File: src/design/mrsp_pkg.sv
package mrsp_pkg;

    // one RGB pixel as it moves through the block
    typedef struct packed {
        logic [7:0] red;
        logic [7:0] green;
        logic [7:0] blue;
    } pix_t;

    // control that travels with a pixel into the sepia pipeline
    typedef struct packed {
        logic valid;
        logic last;
        logic sepia;
    } pix_ctl_t;

    // configuration register indexes
    localparam logic [1:0] REG_ROW_WIDTH     = 2'd0;
    localparam logic [1:0] REG_MIRROR_ENABLE = 2'd1;
    localparam logic [1:0] REG_SEPIA_ENABLE  = 2'd2;

    localparam logic [6:0] ROW_WIDTH_RESET = 7'd64;

    // sepia matrix, Q0.16, rounded to nearest
    localparam logic [15:0] C_RR = 16'd25756;
    localparam logic [15:0] C_RG = 16'd50397;
    localparam logic [15:0] C_RB = 16'd12386;
    localparam logic [15:0] C_GR = 16'd22872;
    localparam logic [15:0] C_GG = 16'd44958;
    localparam logic [15:0] C_GB = 16'd11010;
    localparam logic [15:0] C_BR = 16'd17826;
    localparam logic [15:0] C_BG = 16'd34996;
    localparam logic [15:0] C_BB = 16'd8585;

endpackage

File: src/design/mrsp_row_store.sv
module mrsp_row_store #(
    parameter int DEPTH = 64,
    parameter int AW    = 6
) (
    input  logic                 aclk,
    input  logic                 wr_en,
    input  logic [AW-1:0]        wr_addr,
    input  mrsp_pkg::pix_t       wr_data,
    input  logic                 rd_en,
    input  logic [AW-1:0]        rd_addr,
    output mrsp_pkg::pix_t       rd_data
);
    import mrsp_pkg::*;

    pix_t mem [DEPTH];
    pix_t rd_data_reg;

    always_ff @(posedge aclk) begin
        if (wr_en) begin
            mem[wr_addr] <= wr_data;
        end
    end

    // registered read port, data holds until the next read
    always_ff @(posedge aclk) begin
        if (rd_en) begin
            rd_data_reg <= mem[rd_addr];
        end
    end

    assign rd_data = rd_data_reg;

endmodule

File: src/design/mrsp_sepia.sv
module mrsp_sepia (
    input  logic                 aclk,
    input  logic                 aresetn,
    input  mrsp_pkg::pix_ctl_t   in_ctl,
    input  mrsp_pkg::pix_t       in_pix,
    output logic                 in_ready,
    output logic                 out_valid,
    input  logic                 out_ready,
    output mrsp_pkg::pix_t       out_pix,
    output logic                 out_last
);
    import mrsp_pkg::*;

    // stage 1: products
    logic        v1_reg, v1_next;
    logic        last1_reg;
    logic        sep1_reg;
    pix_t        pix1_reg;
    logic [23:0] prod_reg [9];

    // stage 2: output word
    logic        v2_reg, v2_next;
    logic        last2_reg;
    pix_t        pix2_reg;

    logic        ready1;
    logic        ready2;
    logic        load1;
    logic        load2;
    logic [25:0] sum_r;
    logic [25:0] sum_g;
    logic [25:0] sum_b;
    pix_t        sep_pix;

    function automatic logic [7:0] sat8(input logic [25:0] s);
        logic [9:0] v;
        v = s[25:16];
        return (|v[9:8]) ? 8'hFF : v[7:0];
    endfunction

    assign ready2   = !v2_reg || out_ready;
    assign ready1   = !v1_reg || ready2;
    assign in_ready = ready1;
    assign load1    = in_ctl.valid && ready1;
    assign load2    = v1_reg && ready2;

    always_comb begin
        v1_next = v1_reg;
        if (ready1) begin
            v1_next = in_ctl.valid;
        end
        v2_next = v2_reg;
        if (ready2) begin
            v2_next = v1_reg;
        end
    end

    always_ff @(posedge aclk) begin
        if (!aresetn) begin
            v1_reg <= 1'b0;
            v2_reg <= 1'b0;
        end else begin
            v1_reg <= v1_next;
            v2_reg <= v2_next;
        end
    end

    always_ff @(posedge aclk) begin
        if (load1) begin
            last1_reg   <= in_ctl.last;
            sep1_reg    <= in_ctl.sepia;
            pix1_reg    <= in_pix;
            prod_reg[0] <= 24'(C_RR) * 24'(in_pix.red);
            prod_reg[1] <= 24'(C_RG) * 24'(in_pix.green);
            prod_reg[2] <= 24'(C_RB) * 24'(in_pix.blue);
            prod_reg[3] <= 24'(C_GR) * 24'(in_pix.red);
            prod_reg[4] <= 24'(C_GG) * 24'(in_pix.green);
            prod_reg[5] <= 24'(C_GB) * 24'(in_pix.blue);
            prod_reg[6] <= 24'(C_BR) * 24'(in_pix.red);
            prod_reg[7] <= 24'(C_BG) * 24'(in_pix.green);
            prod_reg[8] <= 24'(C_BB) * 24'(in_pix.blue);
        end
    end

    always_comb begin
        sum_r = {2'b00, prod_reg[0]} + {2'b00, prod_reg[1]} + {2'b00, prod_reg[2]};
        sum_g = {2'b00, prod_reg[3]} + {2'b00, prod_reg[4]} + {2'b00, prod_reg[5]};
        sum_b = {2'b00, prod_reg[6]} + {2'b00, prod_reg[7]} + {2'b00, prod_reg[8]};
        sep_pix.red   = sat8(sum_r);
        sep_pix.green = sat8(sum_g);
        sep_pix.blue  = sat8(sum_b);
    end

    always_ff @(posedge aclk) begin
        if (load2) begin
            last2_reg <= last1_reg;
            pix2_reg  <= sep1_reg ? sep_pix : pix1_reg;
        end
    end

    assign out_valid = v2_reg;
    assign out_pix   = pix2_reg;
    assign out_last  = last2_reg;

endmodule

File: src/design/mirror_row_sepia_pixel_stream_unit.sv
// Plain mode: an accepted word is held in pix_reg, handed on in ST_PUSH, then
// passes the sepia product stage and output register. Mirror mode: row pixels
// are stored at 1 word per cycle; the completing pixel starts a burst read of
// the store, each output word a read (ST_READ), then handoff to sepia (ST_PUSH).
// Plain mode takes no new word until the last is handed on. Reset (aresetn, sync,
// active low) clears control, column count and config; the store is not cleared.
module mirror_row_sepia_pixel_stream_unit #(
    parameter int MAX_ROW_WIDTH = 64
) (
    input  logic       aclk,
    input  logic       aresetn,
    // configuration write channel
    input  logic       cfg_valid,
    output logic       cfg_ready,
    input  logic [1:0] cfg_index,
    input  logic [6:0] cfg_data,
    // input pixel channel
    input  logic       s_valid,
    output logic       s_ready,
    input  logic [7:0] s_red_in,
    input  logic [7:0] s_green_in,
    input  logic [7:0] s_blue_in,
    // result channel
    output logic       m_valid,
    input  logic       m_ready,
    output logic [7:0] m_red_out,
    output logic [7:0] m_green_out,
    output logic [7:0] m_blue_out,
    output logic       m_row_last
);
    import mrsp_pkg::*;

    localparam int AW = $clog2(MAX_ROW_WIDTH);
    // compare width: holds the 7-bit register and MAX_ROW_WIDTH
    localparam int CW = (AW + 1 > 7) ? AW + 1 : 7;
    localparam logic [CW-1:0] MAX_W = CW'(MAX_ROW_WIDTH);

    typedef enum logic [2:0] {
        ST_IDLE = 3'b001,   // take input words
        ST_READ = 3'b010,   // issue row store read
        ST_PUSH = 3'b100    // hand pixel to sepia pipeline
    } state_t;

    state_t        state_reg, state_next;
    logic [6:0]    row_width_reg;
    logic          mirror_reg;
    logic          sepia_reg;
    logic [AW-1:0] col_reg, col_next;
    logic [AW-1:0] rd_idx_reg, rd_idx_next;
    logic          src_mem_reg, src_mem_next;
    logic          last_reg, last_next;
    pix_t          pix_reg;

    logic          s_accept;
    logic [CW-1:0] w_eff;
    logic [CW-1:0] col_plus;
    logic          row_done;
    pix_t          in_pix;
    pix_t          rd_pix;
    pix_t          push_pix;
    pix_ctl_t      push_ctl;
    logic          pipe_ready;
    logic          rd_en;
    pix_t          out_pix;

    assign in_pix   = '{red: s_red_in, green: s_green_in, blue: s_blue_in};
    assign s_ready  = (state_reg == ST_IDLE);
    assign s_accept = s_valid && s_ready;
    assign cfg_ready = 1'b1;

    // config registers; out-of-range index is dropped
    always_ff @(posedge aclk) begin
        if (!aresetn) begin
            row_width_reg <= ROW_WIDTH_RESET;
            mirror_reg    <= 1'b0;
            sepia_reg     <= 1'b0;
        end else if (cfg_valid) begin
            case (cfg_index)
                REG_ROW_WIDTH:     row_width_reg <= cfg_data;
                REG_MIRROR_ENABLE: mirror_reg    <= cfg_data[0];
                REG_SEPIA_ENABLE:  sepia_reg     <= cfg_data[0];
                default: ;
            endcase
        end
    end

    // effective width: zero acts as one, clamp at the store depth
    always_comb begin
        if (row_width_reg == 7'd0) begin
            w_eff = CW'(1);
        end else if (CW'(row_width_reg) > MAX_W) begin
            w_eff = MAX_W;
        end else begin
            w_eff = CW'(row_width_reg);
        end
    end

    // column count never reaches the depth, so it addresses the store directly
    assign col_plus = CW'(col_reg) + CW'(1);
    assign row_done = (col_plus >= w_eff);

    // sequencer
    always_comb begin
        state_next   = state_reg;
        col_next     = col_reg;
        rd_idx_next  = rd_idx_reg;
        src_mem_next = src_mem_reg;
        last_next    = last_reg;
        rd_en        = 1'b0;
        push_ctl     = '{valid: 1'b0, last: 1'b0, sepia: sepia_reg};
        case (state_reg)
            ST_IDLE: begin
                if (s_accept) begin
                    col_next    = row_done ? '0 : AW'(col_plus);
                    rd_idx_next = col_reg;
                    last_next   = row_done;
                    if (!mirror_reg) begin
                        src_mem_next = 1'b0;
                        state_next   = ST_PUSH;
                    end else if (row_done) begin
                        // burst the stored row out, last column first
                        src_mem_next = 1'b1;
                        state_next   = ST_READ;
                    end
                end
            end
            ST_READ: begin
                rd_en      = 1'b1;
                state_next = ST_PUSH;
            end
            ST_PUSH: begin
                push_ctl.valid = 1'b1;
                push_ctl.last  = src_mem_reg ? (rd_idx_reg == '0) : last_reg;
                if (pipe_ready) begin
                    if (!src_mem_reg || rd_idx_reg == '0) begin
                        state_next = ST_IDLE;
                    end else begin
                        rd_idx_next = rd_idx_reg - AW'(1);
                        state_next  = ST_READ;
                    end
                end
            end
            default: state_next = ST_IDLE;
        endcase
    end

    always_ff @(posedge aclk) begin
        if (!aresetn) begin
            state_reg   <= ST_IDLE;
            col_reg     <= '0;
            rd_idx_reg  <= '0;
            src_mem_reg <= 1'b0;
            last_reg    <= 1'b0;
        end else begin
            state_reg   <= state_next;
            col_reg     <= col_next;
            rd_idx_reg  <= rd_idx_next;
            src_mem_reg <= src_mem_next;
            last_reg    <= last_next;
        end
    end

    // hold the accepted word for the plain path
    always_ff @(posedge aclk) begin
        if (s_accept) begin
            pix_reg <= in_pix;
        end
    end

    // every accepted word is stored, in both modes
    mrsp_row_store #(
        .DEPTH (MAX_ROW_WIDTH),
        .AW    (AW)
    ) u_store (
        .aclk    (aclk),
        .wr_en   (s_accept),
        .wr_addr (col_reg),
        .wr_data (in_pix),
        .rd_en   (rd_en),
        .rd_addr (rd_idx_reg),
        .rd_data (rd_pix)
    );

    assign push_pix = src_mem_reg ? rd_pix : pix_reg;

    // sepia matrix and output register
    mrsp_sepia u_sepia (
        .aclk      (aclk),
        .aresetn   (aresetn),
        .in_ctl    (push_ctl),
        .in_pix    (push_pix),
        .in_ready  (pipe_ready),
        .out_valid (m_valid),
        .out_ready (m_ready),
        .out_pix   (out_pix),
        .out_last  (m_row_last)
    );

    assign m_red_out   = out_pix.red;
    assign m_green_out = out_pix.green;
    assign m_blue_out  = out_pix.blue;

endmodule
File: config.mk
export PLATFORM = sky130hd
export DESIGN_NAME = mirror_row_sepia_pixel_stream_unit
export DESIGN_NICKNAME = d
export VERILOG_FILES = /design/src/design/mrsp_pkg.sv /design/src/design/mrsp_row_store.sv /design/src/design/mrsp_sepia.sv /design/src/design/mirror_row_sepia_pixel_stream_unit.sv
export SDC_FILE = /design/constraint.sdc
export NUM_CORES = 2
export LEC_CHECK = 0
export BUFFER_PORTS_ARGS = -buffer_cell sky130_fd_sc_hd__buf_2
export CORE_ASPECT_RATIO = 0.5
export CORE_MARGIN = 2
export CORE_UTILIZATION = 65
export DETAILED_ROUTE_END_ITERATION = 6
export GPL_TIMING_DRIVEN = 0
export MAX_ROUTING_LAYER = met4
export PLACE_DENSITY = 0.81
export SLEW_MARGIN = 20
export SYNTH_ARGS = -nofsm -noshare
export SYNTH_HDL_FRONTEND = slang
export SYNTH_SLANG_ARGS = --single-unit
File: constraint.sdc
create_clock -name aclk -period 24.7 [get_ports aclk]
set_input_delay 1.235 -clock aclk [delete_from_list [all_inputs] [get_ports aclk]]
set_output_delay 1.235 -clock aclk [all_outputs]
set_load 0.005 [all_outputs]
# --- After elaboration in Yosys (flattened, before gate mapping) ---
# Memories as Yosys holds them, arrays and structs flattened. A register that Yosys moved wholly into a read port is not among the register bits.
# Cells that the tools add are included.
classes:
  add_sub_neg: 8
  multipliers: 9
  n_lt_le_gt_ge: 2
  n_eq_ne: 10
  muxes: 27
  reduce_logical: 23
op_table:
  columns: ["operator", "count"]
  rows:
  - ["adder 26 x 24 -> 26 bit", 3]
  - ["adder 24 x 24 -> 25 bit", 3]
  - ["multiplier 14 x 8 -> 22 bit (first input constant)", 3]
  - ["multiplier 13 x 8 -> 21 bit (first input constant)", 3]
  - ["two-way mux 24 bit", 2]
  - ["multiplier 16 x 8 -> 24 bit (first input constant)", 1]
  - ["two-way mux 6 bit", 4]
  - ["two-way mux 8 bit", 3]
  - ["multiplier 15 x 8 -> 23 bit (first input constant)", 1]
  - ["multiplier 12 x 8 -> 20 bit (first input constant)", 1]
  - ["two-way mux 7 bit", 2]
  - ["two-way mux 3 bit", 4]
  - ["case mux 6 bit (2 select lines)", 1]
  - ["case mux 3 bit (3 select lines)", 1]
  - ["two-way mux 1 bit", 8]
  - ["AND reduction 2 bit", 4]
  - ["adder 6 x 1 -> 7 bit (second input constant)", 1]
  - [">= comparator 7 bit", 1]
  - ["greater-than comparator 7 bit (second input constant)", 1]
  - ["zero test 7 bit", 1]
  - ["zero test 6 bit", 1]
  - ["inequality test 2 x 1 -> 1 bit (second input constant)", 3]
  - ["AND reduction 3 bit", 2]
  - ["OR reduction 2 bit", 3]
  - ["other kinds (15)", 22]
word_totals:
  reg_bits: 103
  ram_bits: 1752
  n_memories: 2
mem_list:
  columns: ["memory", "words", "width", "read_ports", "rd_clocked_by_memory_dff", "wr", "line", "text"]
  rows:
  - ["u_store.mem", 64, 24, 1, 1, 1, "mrsp_row_store.sv:15", "pix_t mem [DEPTH];"]
  - ["u_sepia.prod_reg", 9, 24, 9, 0, 9, "mrsp_sepia.sv:19", "logic [23:0] prod_reg [9];"]

# --- Logic depth before layout (Yosys ltp) ---
depth:
  depth_word: 8
  ltp_mapped: 22

# --- By module ---
# Synthesis repeated with hierarchy kept, for this count alone.
unflattened:
  cells_unflattened: 4857
  hier_area_um2: 84647.4
modules_own_cells:
  columns: ["mod", "instances", "cells_per_inst", "area_per_inst_um2", "seq_area_each_um2"]
  rows:
  - ["mrsp_row_store", 1, 2610, 59535.8, 46844.9]
  - ["mrsp_sepia", 1, 1997, 22536.6, 6616.3]
  - ["mirror_row_sepia_pixel_stream_unit", 1, 250, 2575.0, 1241.2]

# --- Worst setup path after synthesis ---
# Ideal clock, no wire load.
synth_path:
  kind: "input-to-reg"
  startpoint: "input m_ready"
  endpoint: "register u_sepia.last1_reg (enable)"
  setup_ps: 812
  arrival_time_ps: 10647
  path_slack_ps: 13241
  cell_stages: 2
  cell_sequence: "nor2b_1 -> a21oi_1"
synth_between:
  elab_chain_cells: 3
synth_rtl:
  columns: ["item", "line", "text"]
  rows:
  - ["start, declared", "mirror_row_sepia_pixel_stream_unit.sv:25", "input logic m_ready,"]
  - ["logical OR 1 bit", "mrsp_sepia.sv:41", "assign ready2 = !v2_reg || out_ready;"]
  - ["logical OR 1 bit", "mrsp_sepia.sv:42", "assign ready1 = !v1_reg || ready2;"]
  - ["logical AND 1 bit", "mrsp_sepia.sv:44", "assign load1 = in_ctl.valid && ready1;"]
  - ["named net u_sepia.load1", "mrsp_sepia.sv:28", "logic load1;"]
  - ["end signal, assigned", "mrsp_sepia.sv:70", "last1_reg <= in_ctl.last;"]
  - ["end, declared", "mrsp_sepia.sv:16", "logic last1_reg;"]
# The timed path passes the listed nets, and every way through them passes these cells.
# A chain may end at the register's enable or synchronous reset.

==> impl_metrics.toml <==
[status]
run_status = "finished with violations"
violated_checks = "design-rule violations"

[grt]
grt_pass1_wl_mm = 369
pin_count_of_the_biggest_net_entering_global_routing = 66
first_global_vias = 51372
gr_util_all_layers = 0.401
initial_antenna_violation_count = 18
total_gr_overflow = 0

[placement]
portbufs = 63
dp.final_hpwl_mm = 167
globalplace.congestion = 0.983
placed_cells = 6964
placement.cell_area_um2 = 91300

[cts]
cts-hold-fix-buffers = 0
ctsRootBufferMaster = "sky130_fd_sc_hd__clkbuf_16"
cts_inserted_buffers = 152
cts-htree-levels = 4
tritoncts = "yes"
clk_path_buf_depth = 3
clkSlewWorstSetupHoldPaths_ns = 0.08
tritoncts_num_sinks = 1831
cts-resized-gates = 0
postCtsSetupRepairBufs = 0
clk_latency_ns = 0.85

[sta]
fmaxAchievable_mhz = 112
final_hold_viol_count = 0
finalClockSkew_ns = 0.0901
finalMaxSlewViolations = 0
fin_crit_ns = 8.95
tns_ns = 0
worst-slew-pin-transition_ns = 1.35
timing.final.crit_share = 0.362
setup_viol = 0
slew_headroom = 0.0984
unrepaired_setup_endpoints_after_global_routing = "false"

[yosys]
yosys.area_share.adder = 0.111
synth_compound_area_frac = 0.0451
netlist_instances = 5046
netlist-cell-type-count = 80
dominantRegCellSynth = "sky130_fd_sc_hd__edfxtp_1"
synthDominantCellAreaShare = 0.628
async_flop_share = 0
synth_xor_area_frac = 0.0194
synth_area_per_cell_um2 = 17.1
synth_largest_area_cell = "sky130_fd_sc_hd__edfxtp_1"
main_combinational_cell_family_by_area_after_synthesis = "multiplexers"
netlist_top_cells_area = "sky130_fd_sc_hd__edfxtp_1 (63%), sky130_fd_sc_hd__mux4_2 (12%), sky130_fd_sc_hd__ha_1 (7.5%), sky130_fd_sc_hd__fa_1 (3.5%), sky130_fd_sc_hd__inv_1 (1.7%)"
ys.warnings.count = 0
area_share_of_and_or_nand_nor_cells_after_synthesis = 0.0356
mappedNetlistArea_um2 = 86200
yosysSeqAreaShare = 0.635
synth_mux_area_frac = 0.131
synth-seq-cells = 1831
synth-edff-count = 1803
mappedNetlistNets = 5755

[final_layout]
drive_gt1_frac = 0.183
design_area_um2 = 96500
nNetsFinal = 6053
layout.cells.most_common = "sky130_fd_sc_hd__edfxtp_1"
final_cell_mix = "sky130_fd_sc_hd__edfxtp_1 (1803), sky130_fd_sc_hd__ha_1 (520), sky130_fd_sc_hd__mux4_2 (452)"
layoutNonFillerInstCount = 7260
fin_util = 0.734
layout_overhead_on_the_synthesized_area_pct = 12.0
largest_reg_flops = 1536

[pwr]
p_comb_frac = 0.235
totalPowerFinal_mw = 7.98
power_frac_clock = 0.320
power-per-cell-area_nw_per_um2 = 82.7
reg_power_frac = 0.445
total_switching_power_mw = 2.34
ir_worst_vdd_mv = 0.0817
power.leakage_nw = 33.4
internal_power_mw = 5.64
switching_share = 0.293

[drt]
met3_length_mm = 36.3
num_vias = 51425
top_layer_used = "met4"
met2WireLength_mm = 119
average_detailed_routed_wire_length_per_instance_um = 35.7
viasPerCell = 7.08
drt.antenna.violating_nets = 0
drt-total-wl_mm = 259
wirelength_met1_mm = 86.8
first_iter_violations = 8333
drcViolationCount = 25
pre_repair_dr_iteration_count = 7

[worst_setup_path]
critPathRequiredTime_ns = 25.23
timing.critical_path.mode_cell = "sky130_fd_sc_hd__inv_1"
cp-start-kind = "flop"
bufs_and_invs_on_worst_path = 7
cp_slowest_stage_delay_ns = 0.96
worstPathCellList = "clkbuf_1, clkbuf_1, mux2i_1, inv_1, fa_1, inv_1, fa_1, inv_1, fa_1, inv_1, fa_1, inv_1, ha_1, and2_1, o31ai_1, o2111ai_1, a31oi_1, nor2b_1, o21a_1, o41a_1, xor2_1"
path_delay_family = "adder cells"
worst-setup-path-type = "reg2reg"
worst_setup_path_end_kind = "flop"
path_max_fanout = 10
worst_setup_path_startpoint = "src_mem_reg"
cp.arrival_ns = 9.48
timing.rr.start = "src_mem_reg"
critPathSlowestCell = "sky130_fd_sc_hd__clkbuf_1"

[floorplan]
top_level_ports = 66
horiz_die_dim_um = 519
floorplan_row_count = 94
core-area_um2 = 131000
chipHeight_um = 262
fp.dieArea_um2 = 136000
initial_core_util = 0.656

[hold_path]
timing.hold.worst.start = "u_sepia.last1_reg"
min-delay-path-class = "reg2reg"

[job]
max_cap_viol_count = 0
## Yosys cell counts (56+ instances only)
master / count
sky130_fd_sc_hd__inv_1: 400
sky130_fd_sc_hd__clkbuf_1: 91
sky130_fd_sc_hd__a21o_1: 56
sky130_fd_sc_hd__o21ai_0: 80
sky130_fd_sc_hd__fa_1: 151
sky130_fd_sc_hd__edfxtp_1: 1803
sky130_fd_sc_hd__xnor2_1: 146
sky130_fd_sc_hd__mux4_2: 452
sky130_fd_sc_hd__mux2i_1: 79
sky130_fd_sc_hd__nand2_1: 103
sky130_fd_sc_hd__a21oi_1: 184
sky130_fd_sc_hd__nor2_1: 256
sky130_fd_sc_hd__ha_1: 520
## cell type report
class                           instances  area [um^2]
Sequential cell                      1831        54700
Fill cell                            7340        35000
Multi-Input combinational cell       2668        30000
Clock buffer                          185         4040
Timing Repair Buffer                  144         2380
Tap cell                             1776         2220
Inverter                              401         1510
Clock inverter                         92         1030
Buffer                                146          608
Antenna cell                           17         42.5
## per-layer routing
layer / up-vias / global-route usage
li1: 20303 / -
met2: 4457 / 0.602
met4: 0 / 0.219
met5: - / -
met3: 1042 / 0.141
met1: 25623 / 0.481
## power groups by stage
stage / clock network (mW) / registers (mW) / logic (mW)
2_1_floorplan: 0 / 3.61 / 1.32
3_3_place_gp: 0 / 3.62 / 1.76
3_5_place_dp: 0 / 3.62 / 1.83
4_1_cts: 2.55 / 3.55 / 1.86
5_1_grt: 2.65 / 3.55 / 2.08
6_report: 2.56 / 3.55 / 1.88
## through the flow
| stage | setup slack (ns) | hold slack, ns |
|---|---|---|
| CTS | 16.04 | 0.448 |
| detailed placement | 16.15 | 0.423 |
| floorplan | 13.24 | 0.400 |
| finish | 15.75 | 0.458 |
| global route | 15.46 | 0.464 |
| global placement | 9.11 | 0.409 |
## cells by family after synthesis
| logic type | Yosys count |
|---|---|
| XOR/XNOR | 191 |
| buffers and inverters | 547 |
| other | 1 |
| flip-flops | 1831 |
| adder cells (fa/ha/maj) | 671 |
| AND/OR/NAND/NOR | 642 |
| multiplexers | 557 |
| AO/OA/AOI/OAI | 606 |
## worst paths after layout
path,to,slack [ns],cells after the start
setup / recovery,u_sepia.prod_reg[0][46],15.75,21
setup reg to reg,u_sepia.prod_reg[0][46],15.75,21
hold reg to reg,u_sepia.out_last,0.46,0
hold / removal,u_sepia.out_last,0.46,0
Power figures use the tool's default switching activity.
